==> config.mk <==
export PLATFORM = sky130hd
export DESIGN_NAME = streaming_wyhash64_top
export DESIGN_NICKNAME = d
export VERILOG_FILES = /design/src/rtl/core/swh_pkg.sv /design/src/rtl/core/streaming_wyhash64_top.sv /design/src/rtl/core/swh_mul.sv /design/src/rtl/core/swh_hold.sv
export SDC_FILE = /design/constraint.sdc
export NUM_CORES = 2
export LEC_CHECK = 0
export BUFFER_PORTS_ARGS = -buffer_cell sky130_fd_sc_hd__buf_2
export CORE_MARGIN = 1
export CORE_UTILIZATION = 50
export DETAILED_ROUTE_END_ITERATION = 16
export PLACE_DENSITY = 0.75
export SLEW_MARGIN = 40
export SYNTH_ARGS = -nofsm -noshare
export SYNTH_HDL_FRONTEND = slang
export SYNTH_HIERARCHICAL = 1
export SYNTH_SLANG_ARGS = --single-unit
==> constraint.sdc <==
create_clock -name clk_i -period 19.8 [get_ports clk_i]
set_input_delay 0 -clock clk_i [delete_from_list [all_inputs] [get_ports clk_i]]
set_output_delay 0 -clock clk_i [all_outputs]
set_load 0.1 [all_outputs]
==> src/rtl/core/swh_pkg.sv <==
// ----------------------------------------------------------------------------
// swh_pkg
// Shared constants, types and helpers of the streaming wyhash-style hasher.
// ----------------------------------------------------------------------------
package swh_pkg;

  localparam logic [63:0] SecretA    = 64'ha0761d6478bd642f;
  localparam logic [63:0] SecretB    = 64'he7037ed1a0b428db;
  localparam int unsigned BlockBytes = 16;
  localparam int unsigned CountW     = $clog2(BlockBytes) + 1;
  localparam int unsigned IdxW       = $clog2(BlockBytes);

  // fold of a full 128-bit product, only evaluated on constants
  function automatic logic [63:0] mix_fold_const(input logic [63:0] x, input logic [63:0] y);
    logic [127:0] p;
    p = {64'd0, x} * {64'd0, y};
    return p[63:0] ^ p[127:64];
  endfunction

  localparam logic [63:0] SeedInit = mix_fold_const(SecretA, SecretB);

  // sequencer states
  typedef enum logic [3:0] {
    ST_IDLE = 4'b0001,
    ST_FOLD = 4'b0010,
    ST_FIN1 = 4'b0100,
    ST_FIN2 = 4'b1000
  } state_e;

  // request to the shared multiplier
  typedef struct packed {
    logic        start;
    logic [63:0] a;
    logic [63:0] b;
  } mul_req_t;

  // request to the hold buffer
  typedef struct packed {
    logic       wr;
    logic       clr;
    logic [7:0] data;
  } hold_req_t;

endpackage

==> src/rtl/core/streaming_wyhash64_top.sv <==
// ----------------------------------------------------------------------------
// streaming_wyhash64_top
// Byte-serial wyhash-style 64-bit hash with zero seed, built around one
// shared iterative 64x64->128 multiplier under a small sequencer.
//
//   channel | direction | handshake                | payload
//   --------+-----------+--------------------------+---------------------------
//   in      | input     | in_valid_i / in_ready_o  | kind_i, data_byte_i
//   out     | output    | out_valid_o / out_ready_i| hash_value_o
//
// A data byte that arrives while the hold buffer is already full starts a fold,
// and the input is busy for the 4 partial products, a final accumulate and the
// seed update.
// A finish runs two dependent multiplies; its result is held back while a previous
// result still waits in the output register.
// All products come from the one shared multiplier.
// Reset loads the initial seed and clears counts; no clearing pass.
// The result sits in an output register; data bytes are taken while it waits.
// ----------------------------------------------------------------------------
module streaming_wyhash64_top (
  input  logic        clk_i,
  input  logic        rst_ni,
  input  logic        in_valid_i,
  output logic        in_ready_o,
  input  logic        kind_i,
  input  logic [7:0]  data_byte_i,
  output logic        out_valid_o,
  input  logic        out_ready_i,
  output logic [63:0] hash_value_o
);
  import swh_pkg::*;

  state_e      state_q, state_d;
  logic [63:0] seed_q, seed_d;
  logic [63:0] total_q, total_d;
  logic [63:0] hash_q;
  logic        out_valid_q;

  mul_req_t    mul_req;
  hold_req_t   hold_req;
  logic        mul_busy;
  logic [63:0] mul_lo, mul_hi;
  logic        hold_full;
  logic [63:0] lo_word, hi_word, tail_a, tail_b;
  logic        in_accept;
  logic        fin_done;

  swh_mul u_mul (
    .clk_i  (clk_i),
    .rst_ni (rst_ni),
    .req_i  (mul_req),
    .busy_o (mul_busy),
    .lo_o   (mul_lo),
    .hi_o   (mul_hi)
  );

  swh_hold u_hold (
    .clk_i     (clk_i),
    .rst_ni    (rst_ni),
    .req_i     (hold_req),
    .full_o    (hold_full),
    .lo_word_o (lo_word),
    .hi_word_o (hi_word),
    .tail_a_o  (tail_a),
    .tail_b_o  (tail_b)
  );

  assign in_ready_o = (state_q == ST_IDLE);
  assign in_accept  = in_valid_i && in_ready_o;
  assign fin_done   = (state_q == ST_FIN2) && !mul_busy && (!out_valid_q || out_ready_i);

  // sequencer
  always_comb begin
    state_d       = state_q;
    seed_d        = seed_q;
    total_d       = total_q;
    mul_req       = '0;
    hold_req      = '0;
    hold_req.data = data_byte_i;
    case (state_q)
      ST_IDLE: begin
        if (in_accept) begin
          if (!kind_i) begin
            total_d     = total_q + 64'd1;
            hold_req.wr = 1'b1;
            if (hold_full) begin
              mul_req = '{start: 1'b1, a: lo_word ^ SecretB, b: hi_word ^ seed_q};
              state_d = ST_FOLD;
            end
          end else begin
            mul_req = '{start: 1'b1, a: tail_a ^ SecretB, b: tail_b ^ seed_q};
            state_d = ST_FIN1;
          end
        end
      end
      ST_FOLD: begin
        if (!mul_busy) begin
          seed_d  = mul_lo ^ mul_hi;
          state_d = ST_IDLE;
        end
      end
      ST_FIN1: begin
        if (!mul_busy) begin
          mul_req = '{start: 1'b1, a: mul_lo ^ SecretA ^ total_q, b: mul_hi ^ SecretB};
          state_d = ST_FIN2;
        end
      end
      ST_FIN2: begin
        if (fin_done) begin
          seed_d       = SeedInit;
          total_d      = '0;
          hold_req.clr = 1'b1;
          state_d      = ST_IDLE;
        end
      end
      default: begin
        state_d = ST_IDLE;
      end
    endcase
  end

  // control state
  always_ff @(posedge clk_i or negedge rst_ni) begin
    if (!rst_ni) begin
      state_q     <= ST_IDLE;
      seed_q      <= SeedInit;
      total_q     <= '0;
      out_valid_q <= 1'b0;
    end else begin
      state_q <= state_d;
      seed_q  <= seed_d;
      total_q <= total_d;
      if (fin_done) begin
        out_valid_q <= 1'b1;
      end else if (out_ready_i) begin
        out_valid_q <= 1'b0;
      end
    end
  end

  // result register
  always_ff @(posedge clk_i) begin
    if (fin_done) begin
      hash_q <= mul_lo ^ mul_hi;
    end
  end

  assign out_valid_o  = out_valid_q;
  assign hash_value_o = hash_q;

  // checks
  a_ready_mul_idle: assert property (@(posedge clk_i) disable iff (!rst_ni)
    in_ready_o |-> !mul_busy) else $error("input open while multiplier busy");
  a_fold_return: assert property (@(posedge clk_i) disable iff (!rst_ni)
    (state_q == ST_FOLD && !mul_busy) |=> state_q == ST_IDLE)
    else $error("fold did not return to idle");
  a_fin_hold: assert property (@(posedge clk_i) disable iff (!rst_ni)
    (state_q == ST_FIN2 && out_valid_q && !out_ready_i) |=> state_q == ST_FIN2)
    else $error("finish overwrote a pending result");
  a_fin_restart: assert property (@(posedge clk_i) disable iff (!rst_ni)
    fin_done |=> total_q == 64'd0 && seed_q == SeedInit && out_valid_q)
    else $error("finish did not restart the message");

endmodule

==> src/rtl/core/swh_mul.sv <==
// ----------------------------------------------------------------------------
// swh_mul
// Iterative 64x64->128 multiplier: one 32x32 partial product per cycle,
// registered, then accumulated into a 128-bit sum.
// ----------------------------------------------------------------------------
module swh_mul (
  input  logic              clk_i,
  input  logic              rst_ni,
  input  swh_pkg::mul_req_t req_i,
  output logic              busy_o,
  output logic [63:0]       lo_o,
  output logic [63:0]       hi_o
);
  import swh_pkg::*;

  logic [63:0]  a_q, b_q;
  logic [2:0]   step_q;
  logic         busy_q;
  logic         pp_vld_q;
  logic [1:0]   sh_q;
  logic [63:0]  pp_q;
  logic [127:0] acc_q;

  logic [31:0]  op_x, op_y;
  logic [1:0]   sh_d;
  logic [127:0] pp_shifted;

  // operand halves and weight per step
  always_comb begin
    case (step_q[1:0])
      2'd0: begin
        op_x = a_q[31:0];  op_y = b_q[31:0];  sh_d = 2'd0;
      end
      2'd1: begin
        op_x = a_q[31:0];  op_y = b_q[63:32]; sh_d = 2'd1;
      end
      2'd2: begin
        op_x = a_q[63:32]; op_y = b_q[31:0];  sh_d = 2'd1;
      end
      default: begin
        op_x = a_q[63:32]; op_y = b_q[63:32]; sh_d = 2'd2;
      end
    endcase
  end

  // align the registered partial product
  always_comb begin
    case (sh_q)
      2'd0:    pp_shifted = {64'd0, pp_q};
      2'd1:    pp_shifted = {32'd0, pp_q, 32'd0};
      default: pp_shifted = {pp_q, 64'd0};
    endcase
  end

  // control
  always_ff @(posedge clk_i or negedge rst_ni) begin
    if (!rst_ni) begin
      busy_q   <= 1'b0;
      step_q   <= '0;
      pp_vld_q <= 1'b0;
    end else if (req_i.start) begin
      busy_q   <= 1'b1;
      step_q   <= '0;
      pp_vld_q <= 1'b0;
    end else if (busy_q) begin
      if (step_q != 3'd4) begin
        step_q   <= step_q + 3'd1;
        pp_vld_q <= 1'b1;
      end else begin
        pp_vld_q <= 1'b0;
        if (pp_vld_q) begin
          busy_q <= 1'b0;
        end
      end
    end
  end

  // datapath
  always_ff @(posedge clk_i) begin
    if (req_i.start) begin
      a_q   <= req_i.a;
      b_q   <= req_i.b;
      acc_q <= '0;
    end else if (busy_q) begin
      if (step_q != 3'd4) begin
        pp_q <= {32'd0, op_x} * {32'd0, op_y};
        sh_q <= sh_d;
      end
      if (pp_vld_q) begin
        acc_q <= acc_q + pp_shifted;
      end
    end
  end

  assign busy_o = busy_q;
  assign lo_o   = acc_q[63:0];
  assign hi_o   = acc_q[127:64];

  // checks
  a_start_idle: assert property (@(posedge clk_i) disable iff (!rst_ni)
    req_i.start |-> !busy_q) else $error("multiplier started while busy");
  a_start_runs: assert property (@(posedge clk_i) disable iff (!rst_ni)
    req_i.start |=> busy_q && step_q == 3'd0) else $error("multiplier did not start");
  a_end_clean: assert property (@(posedge clk_i) disable iff (!rst_ni)
    $fell(busy_q) |-> step_q == 3'd4 && !pp_vld_q) else $error("multiplier ended early");

endmodule

==> src/rtl/core/swh_hold.sv <==
// ----------------------------------------------------------------------------
// swh_hold
// 16-byte hold buffer with fill count; gives the fold words of a full block
// and the two tail words read the wyhash way.
// ----------------------------------------------------------------------------
module swh_hold (
  input  logic               clk_i,
  input  logic               rst_ni,
  input  swh_pkg::hold_req_t req_i,
  output logic               full_o,
  output logic [63:0]        lo_word_o,
  output logic [63:0]        hi_word_o,
  output logic [63:0]        tail_a_o,
  output logic [63:0]        tail_b_o
);
  import swh_pkg::*;

  localparam int unsigned BufW = 8 * BlockBytes;

  logic [CountW-1:0] count_q;
  logic [BufW-1:0]   buf_q;
  logic [IdxW-1:0]   wr_idx;

  logic [CountW-1:0] off, pos_b_hi, pos_b_lo;

  function automatic logic [31:0] get32(input logic [BufW-1:0] v, input logic [IdxW-1:0] p);
    logic [BufW-1:0] s;
    s = v >> {p, 3'b000};
    return s[31:0];
  endfunction

  function automatic logic [7:0] get8(input logic [BufW-1:0] v, input logic [IdxW-1:0] p);
    logic [BufW-1:0] s;
    s = v >> {p, 3'b000};
    return s[7:0];
  endfunction

  assign full_o = (count_q >= CountW'(BlockBytes));
  // a full buffer restarts at the first byte
  assign wr_idx = full_o ? '0 : count_q[IdxW-1:0];

  // fill count
  always_ff @(posedge clk_i or negedge rst_ni) begin
    if (!rst_ni) begin
      count_q <= '0;
    end else if (req_i.clr) begin
      count_q <= '0;
    end else if (req_i.wr) begin
      count_q <= full_o ? CountW'(1) : count_q + CountW'(1);
    end
  end

  // byte lanes
  always_ff @(posedge clk_i) begin
    if (req_i.wr) begin
      buf_q[{wr_idx, 3'b000} +: 8] <= req_i.data;
    end
  end

  assign lo_word_o = buf_q[63:0];
  assign hi_word_o = buf_q[127:64];

  // tail positions for lengths 4..16
  assign off      = CountW'({count_q[CountW-1:3], 2'b00});
  assign pos_b_hi = count_q - CountW'(4);
  assign pos_b_lo = count_q - CountW'(4) - off;

  // tail read by length class
  always_comb begin
    if (count_q >= CountW'(4)) begin
      tail_a_o = {get32(buf_q, '0), get32(buf_q, off[IdxW-1:0])};
      tail_b_o = {get32(buf_q, pos_b_hi[IdxW-1:0]), get32(buf_q, pos_b_lo[IdxW-1:0])};
    end else if (count_q != '0) begin
      tail_a_o = {40'd0, get8(buf_q, '0), get8(buf_q, count_q[IdxW:1]),
                  get8(buf_q, count_q[IdxW-1:0] - IdxW'(1))};
      tail_b_o = '0;
    end else begin
      tail_a_o = '0;
      tail_b_o = '0;
    end
  end

  // checks
  a_count_range: assert property (@(posedge clk_i) disable iff (!rst_ni)
    count_q <= CountW'(BlockBytes)) else $error("hold count beyond block size");
  a_wrap_one: assert property (@(posedge clk_i) disable iff (!rst_ni)
    (req_i.wr && !req_i.clr && full_o) |=> count_q == CountW'(1))
    else $error("full buffer did not restart");

endmodule

=== Word-level counts from Yosys, hierarchy flattened ===
Index checks and enable logic that the tools add are counted.

* Word-level logic and storage cells: 128
* Flip-flop bits (word level): 657
* Output and inout bits: 66

* Magnitude comparators: 2
* Equality and inequality tests: 14
* Bitwise operators: 9
* Muxes and demuxes: 48
* Multipliers: 1
* Reductions and logical operators: 24
* Add/subtract/negate cells: 8
* Shift operators: 7

{| class="wikitable"
|+ Operators with widths
! operator !! count
|-
| $mux W129 || 4
|-
| $mux W64 || 7
|-
| $shr A128 B7 Y32 || 3
|-
| $pmux W129 S2 || 1
|-
| $pmux W128 S2 || 1
|-
| $pmux W64 S2 || 2
|-
| $shr A128 B7 Y8 || 2
|-
| $xor A64 B64 Y64 || 4
|-
| $add A128 B128 Y128 || 1
|-
| $bwmux W128 || 1
|-
| $not A32 Y32 || 4
|-
| $shift A8 B9 Y128 const A || 1
|-
| $shiftx A8 B9 Y128 || 1
|-
| $add A64 B1 Y64 const B || 1
|-
| $mul A32 B32 Y64 || 1
|-
| $mux W32 || 2
|-
| $mux W4 || 7
|-
| $mux W24 || 1
|-
| $pmux W4 S4 || 1
|-
| $mux W5 || 3
|-
| $mux W1 || 14
|-
| $reduce_bool A2 Y1 || 6
|-
| $mux W3 || 3
|-
| $neg A7 Y9 || 1
|-
| 29 further kinds || 41
|}

=== Longest topological paths before layout ===
* Depth after elaboration: 10
* Depth in mapped cells: 36
* Depth with buffers taken out: 33

=== Modules after synthesis ===
Netlist, hierarchy kept.

{| class="wikitable"
|+ Modules (own cells, without submodules)
! module !! area each (um2) !! times used !! cells each
|-
| swh_mul || 53060.9 || 1 || 6019
|-
| swh_hold || 12922.4 || 1 || 1094
|-
| streaming_wyhash64_top || 12638.4 || 1 || 1392
|}

=== Worst setup path before layout ===
OpenSTA, ideal clock, no wires.

* Path type: register to register
* Start: register state_q[0]
* End: register u_mul.pp_q[0] (enable)
* Cell stages (with the launch flop): 10
* Clock period less this slack: 9.462 ns
* Setup slack: 10.338 ns
* Setup time: 0.536 ns
* Required time: 19.264 ns
* Arrival time: 8.926 ns
* Buffers on the path: 4
* Cell sequence: dfstp_2 > nor4b_1 > and2_1 > clkbuf_1 > o21ai_0 > nand2_1 > clkbuf_1 > clkbuf_1 > clkbuf_1 > nor2_1

{| class="wikitable"
|+ RTL lines
! what !! line !! source
|-
| from (decl) || streaming_wyhash64_top.sv:33 || <nowiki>state_e state_q, state_d;</nowiki>
|-
| from (signal assigned) || streaming_wyhash64_top.sv:130 || <nowiki>state_q <= state_d;</nowiki>
|-
| to (signal assigned) || swh_mul.sv:86 || <nowiki>pp_q <= {32'd0, op_x} * {32'd0, op_y};</nowiki>
|-
| to (decl) || swh_mul.sv:21 || <nowiki>logic [63:0] pp_q;</nowiki>
|}

=== Worst setup path in the final report ===
* Start: register u_mul.step_q[0]
* End: register u_mul.pp_q[59] (data pin)

* Longest elaborated chain between the ends: 4
* Elaborated cells between the ends (all ways): 8
* Classes of those cells: 1 x mul; 2 x eq/ne; 2 x mux; 3 x reduce/logical

{| class="wikitable"
|+ Ends and longest elaborated chain
! what !! line !! source
|-
| from (decl) || swh_mul.sv:17 || <nowiki>logic [2:0] step_q;</nowiki>
|-
| from (signal assigned) || swh_mul.sv:67 || <nowiki>step_q <= step_q + 3'd1;</nowiki>
|-
| $eq A2 B1 Y1 (tied with other cells) || swh_mul.sv:30 || <nowiki>case (step_q[1:0])</nowiki>
|-
| $reduce_or A2 Y1 (no source line) || - ||
|-
| $mux W32 || swh_mul.sv:30 ||
|-
| $mul A32 B32 Y64 * || swh_mul.sv:86 ||
|}

Every way passes the cells marked *; elsewhere a longest branch is shown, timed or not.
A chain may end at the register's enable or synchronous reset.

==> results.txt <==
Outcome - finished clean
Setup Viol. Count Final - 0
Placed Area - 81000 µm²
Max_cap viols - 0
CTS max path bufs - 3
Initial DRC Count - 10300
Critical path origin - u_mul/step_q[0]
Antenna Nets Post-Route - 0
Worst-path clk slew - 0.07 ns
Final nets - 9624
Type of the tightest min-delay check - primary input to register
Slowest cell on the critical path - o31ai_1
Clock root buffer master - clkbuf_16
# rows - 145
HPWL after detailed placement - 258000 µm
Reg-to-Reg Start - u_mul/step_q[0]
CP Max Fanout - 32
Fin worst setup slack - 9.32 ns
Final Hold Fails - 0
1st-pass router iterations - 9
FF+latch count, synth - 657
Area grow syn2layout - 6.63%
Fraction of layout cells with a size suffix above 1 - 9.21%
WL final - 334000 µm
Post-synthesis average cell area - 9.24 µm²
Count of warnings emitted by yosys - 6
Post-route clock period utilization - 52.9%
Fmax achieved - 95.4 MHz
Synth Flop Type - edfxtp_1
Post-route setup TNS - 0 ns
Worst R2R Path Depth - 32
Worst setup EP type - register
Clock sink total - 657
Post-Syn Nets - 9820
CTS Buf Count - 71
Initial antenna violation count - 29
Worst EP arrival - 10.96 ns
CP most frequent cell - fa_1
Mapped Area - 78600 µm²
Post-synthesis async set-or-reset flop share - 21.8%
Max-slew violations - 0
Pin count of the biggest net entering global routing - 92
Required time worst endpoint - 20.28 ns
CORE AREA - 156000 µm²
Synth top area share - 22.8%
Post-CTS Setup Bufs - 0
Post-route cell area - 83800 µm²
Worst skew pair latency - 0.71 ns
IO Pins - 79
Setup crit end - u_mul/pp_q[59]
First-pass GRT wire length - 478000 µm
CTS tree - yes
Die width - 399 µm
PortBufs - 78
Worst Skew - 0.0603 ns
Distinct cells, synth - 111
Vias per inst - 6.56
Largest area contributor in the netlist - fa_1
Tot GR Track Use - 42.1%
Sequential share of the synthesized area - 22.6%
Vias post-DR - 68500
RSZ-0062 raised after global routing - no
Drc violations - 0
Post-synth EDFFs - 386
Overflow after GRT - 0
Drt wl/cell - 32.0 µm
Flop2flop setup slack - 9.32 ns
Cells after Synth - 8505
Reg-to-reg endpoint - u_mul/pp_q[59]
Max-slew headroom - 20.4%
Die height - 399 µm
Highest cell delay on the worst timing path - 0.74 ns
Kind of start point of the critical path - register
Actual slew at the worst max-slew pin - 1.19 ns
Top area cells in the synthesized netlist - fa_1 23%, edfxtp_1 15%, ha_1 6.4%
Die ar. - 159000 µm²
Vias in the first global route - 68000
GPL Wtd Cong - 1.06
Fin crit period - 10.48 ns
Crit path kind - register to register
Initial Utilization - 50.3%
Fillers - 14000
Pre-CTS setup slack - 9.30 ns
CTS H-tree depth - 3
sequential cells by signal (all words and copies together), names as in the netlist:
name            count
hash_value_o       64
out_valid_o         1
seed_q             64
state_q             4
total_q            64
u_hold/buf_q      128
u_hold/count_q      5
u_mul/a_q          64
u_mul/acc_q       128
u_mul/b_q          64
u_mul/busy_o        1
u_mul/pp_q         64
u_mul/pp_vld_q      1
u_mul/sh_q          2
u_mul/step_q        3
worst min path at each step:
| stage | start | to | slack, ns | cells past startpoint |
|---|---|---|---|---|
| 3_3_place_gp | rst_ni | total_q[51] | 0.17 | 1 |
| 2_1_floorplan | rst_ni | out_valid_o | -0.30 | 0 |
| 5_1_grt | in_valid_i | total_q[0] | 0.12 | 3 |
| 4_1_cts | kind_i | u_mul/b_q[5] | 0.08 | 3 |
| 6_report | kind_i | u_mul/b_q[5] | 0.11 | 3 |
| 3_5_place_dp | rst_ni | total_q[51] | 0.09 | 1 |
logic make-up (layout without fill, tap and decap cells):
logic type                 count (synthesis)  in the layout  synth area share, %
adders and majority gates               1302           1302                 29.3
xor gates and xnor gates                 459            459                 5.11
DFF                                      657            657                 22.6
and+or+nand+nor                         2640           2640                 14.8
other                                      0             16                    0
AOI/OAI and AO/OA                       1445           1445                 11.8
muxes                                    506            506                 8.93
buffers and inverters                   1496           1359                 7.48
Yosys cell counts, types with 42 or more instances:
master / number
nand2_1: 1100
inv_1: 987
fa_1: 897
nor2_1: 894
ha_1: 405
edfxtp_1: 386
a21oi_1: 379
clkbuf_1: 368
o21ai_0: 362
xor2_1: 300
mux2i_1: 266
and2_1: 172
xnor2_1: 159
mux4_2: 147
dfxtp_1: 128
o22ai_1: 124
dfrtp_1: 110
a22oi_1: 98
mux2_2: 92
nand4_1: 87
a21o_1: 85
buf_2: 85
nand3_1: 62
o21bai_1: 60
nor3_1: 58
a22o_1: 46
or3_1: 42
through the flow:
step	hold slack, ns	std cells	util [%]
5_1_grt	0.124	10400	53.7
3_3_place_gp	0.170	10300	51.8
4_1_cts	0.0774	10400	53.6
3_5_place_dp	0.0922	10300	51.9
6_report	0.109	10400	53.7
2_1_floorplan	-0.296	8505	-
worst max-delay path, delay by kind of cell, from the launching register on:
| family | cells | cell delay (ns) |
|---|---|---|
| AO/OA/AOI/OAI | 4 | 1.76 |
| adder cells (fa/ha/maj) | 10 | 4.76 |
| buffers and inverters | 8 | 1.75 |
| flip-flops | 1 | 0.41 |
| multiplexers | 1 | 0.26 |
| AND/OR/NAND/NOR | 9 | 1.26 |
cell usage in the layout (no fill, tap or decap), drive strengths merged, types with 128 or more instances in the layout:
cell type,synthesis,final
xnor2,159,159
o21ai,367,367
ha,405,405
and2,172,172
dfxtp,128,128
xor2,300,300
nor2,894,894
edfxtp,386,386
nand2,1104,1104
a21oi,381,381
mux4,147,147
inv,988,998
buf,133,221
mux2i,266,266
fa,897,897
what timing repair did:
item                      in CTS  in global routing
hold buffers                  12                  0
gates resized for setup        0                  0
hold endpoints to repair     212                  0
per-layer routing:
metal,vias to the layer above,track usage (%),wire length (µm)
li1,28200,-,-
met1,33900,52.6,119000
met2,5148,60.6,139000
met3,1331,14.1,46000
met4,30,30.6,29800
met5,-,1.15,403
area by class of cell:
| class | instances | area [µm²] | area share [%] |
|---|---|---|---|
| tap | 2058 | 2570 | 3.07 |
| antenna | 16 | 40.0 | 0.0478 |
| timing repair buffer | 234 | 1700 | 2.03 |
| sequential | 657 | 17800 | 21.2 |
| clock inverter | 50 | 633 | 0.755 |
| multi-input combinational | 6352 | 55500 | 66.2 |
| clock buffer | 82 | 1880 | 2.24 |
| inverter | 993 | 3730 | 4.45 |
Power is not shown: default switching activity piles up to over one toggle a cycle in this logic, so the estimate is an artifact.
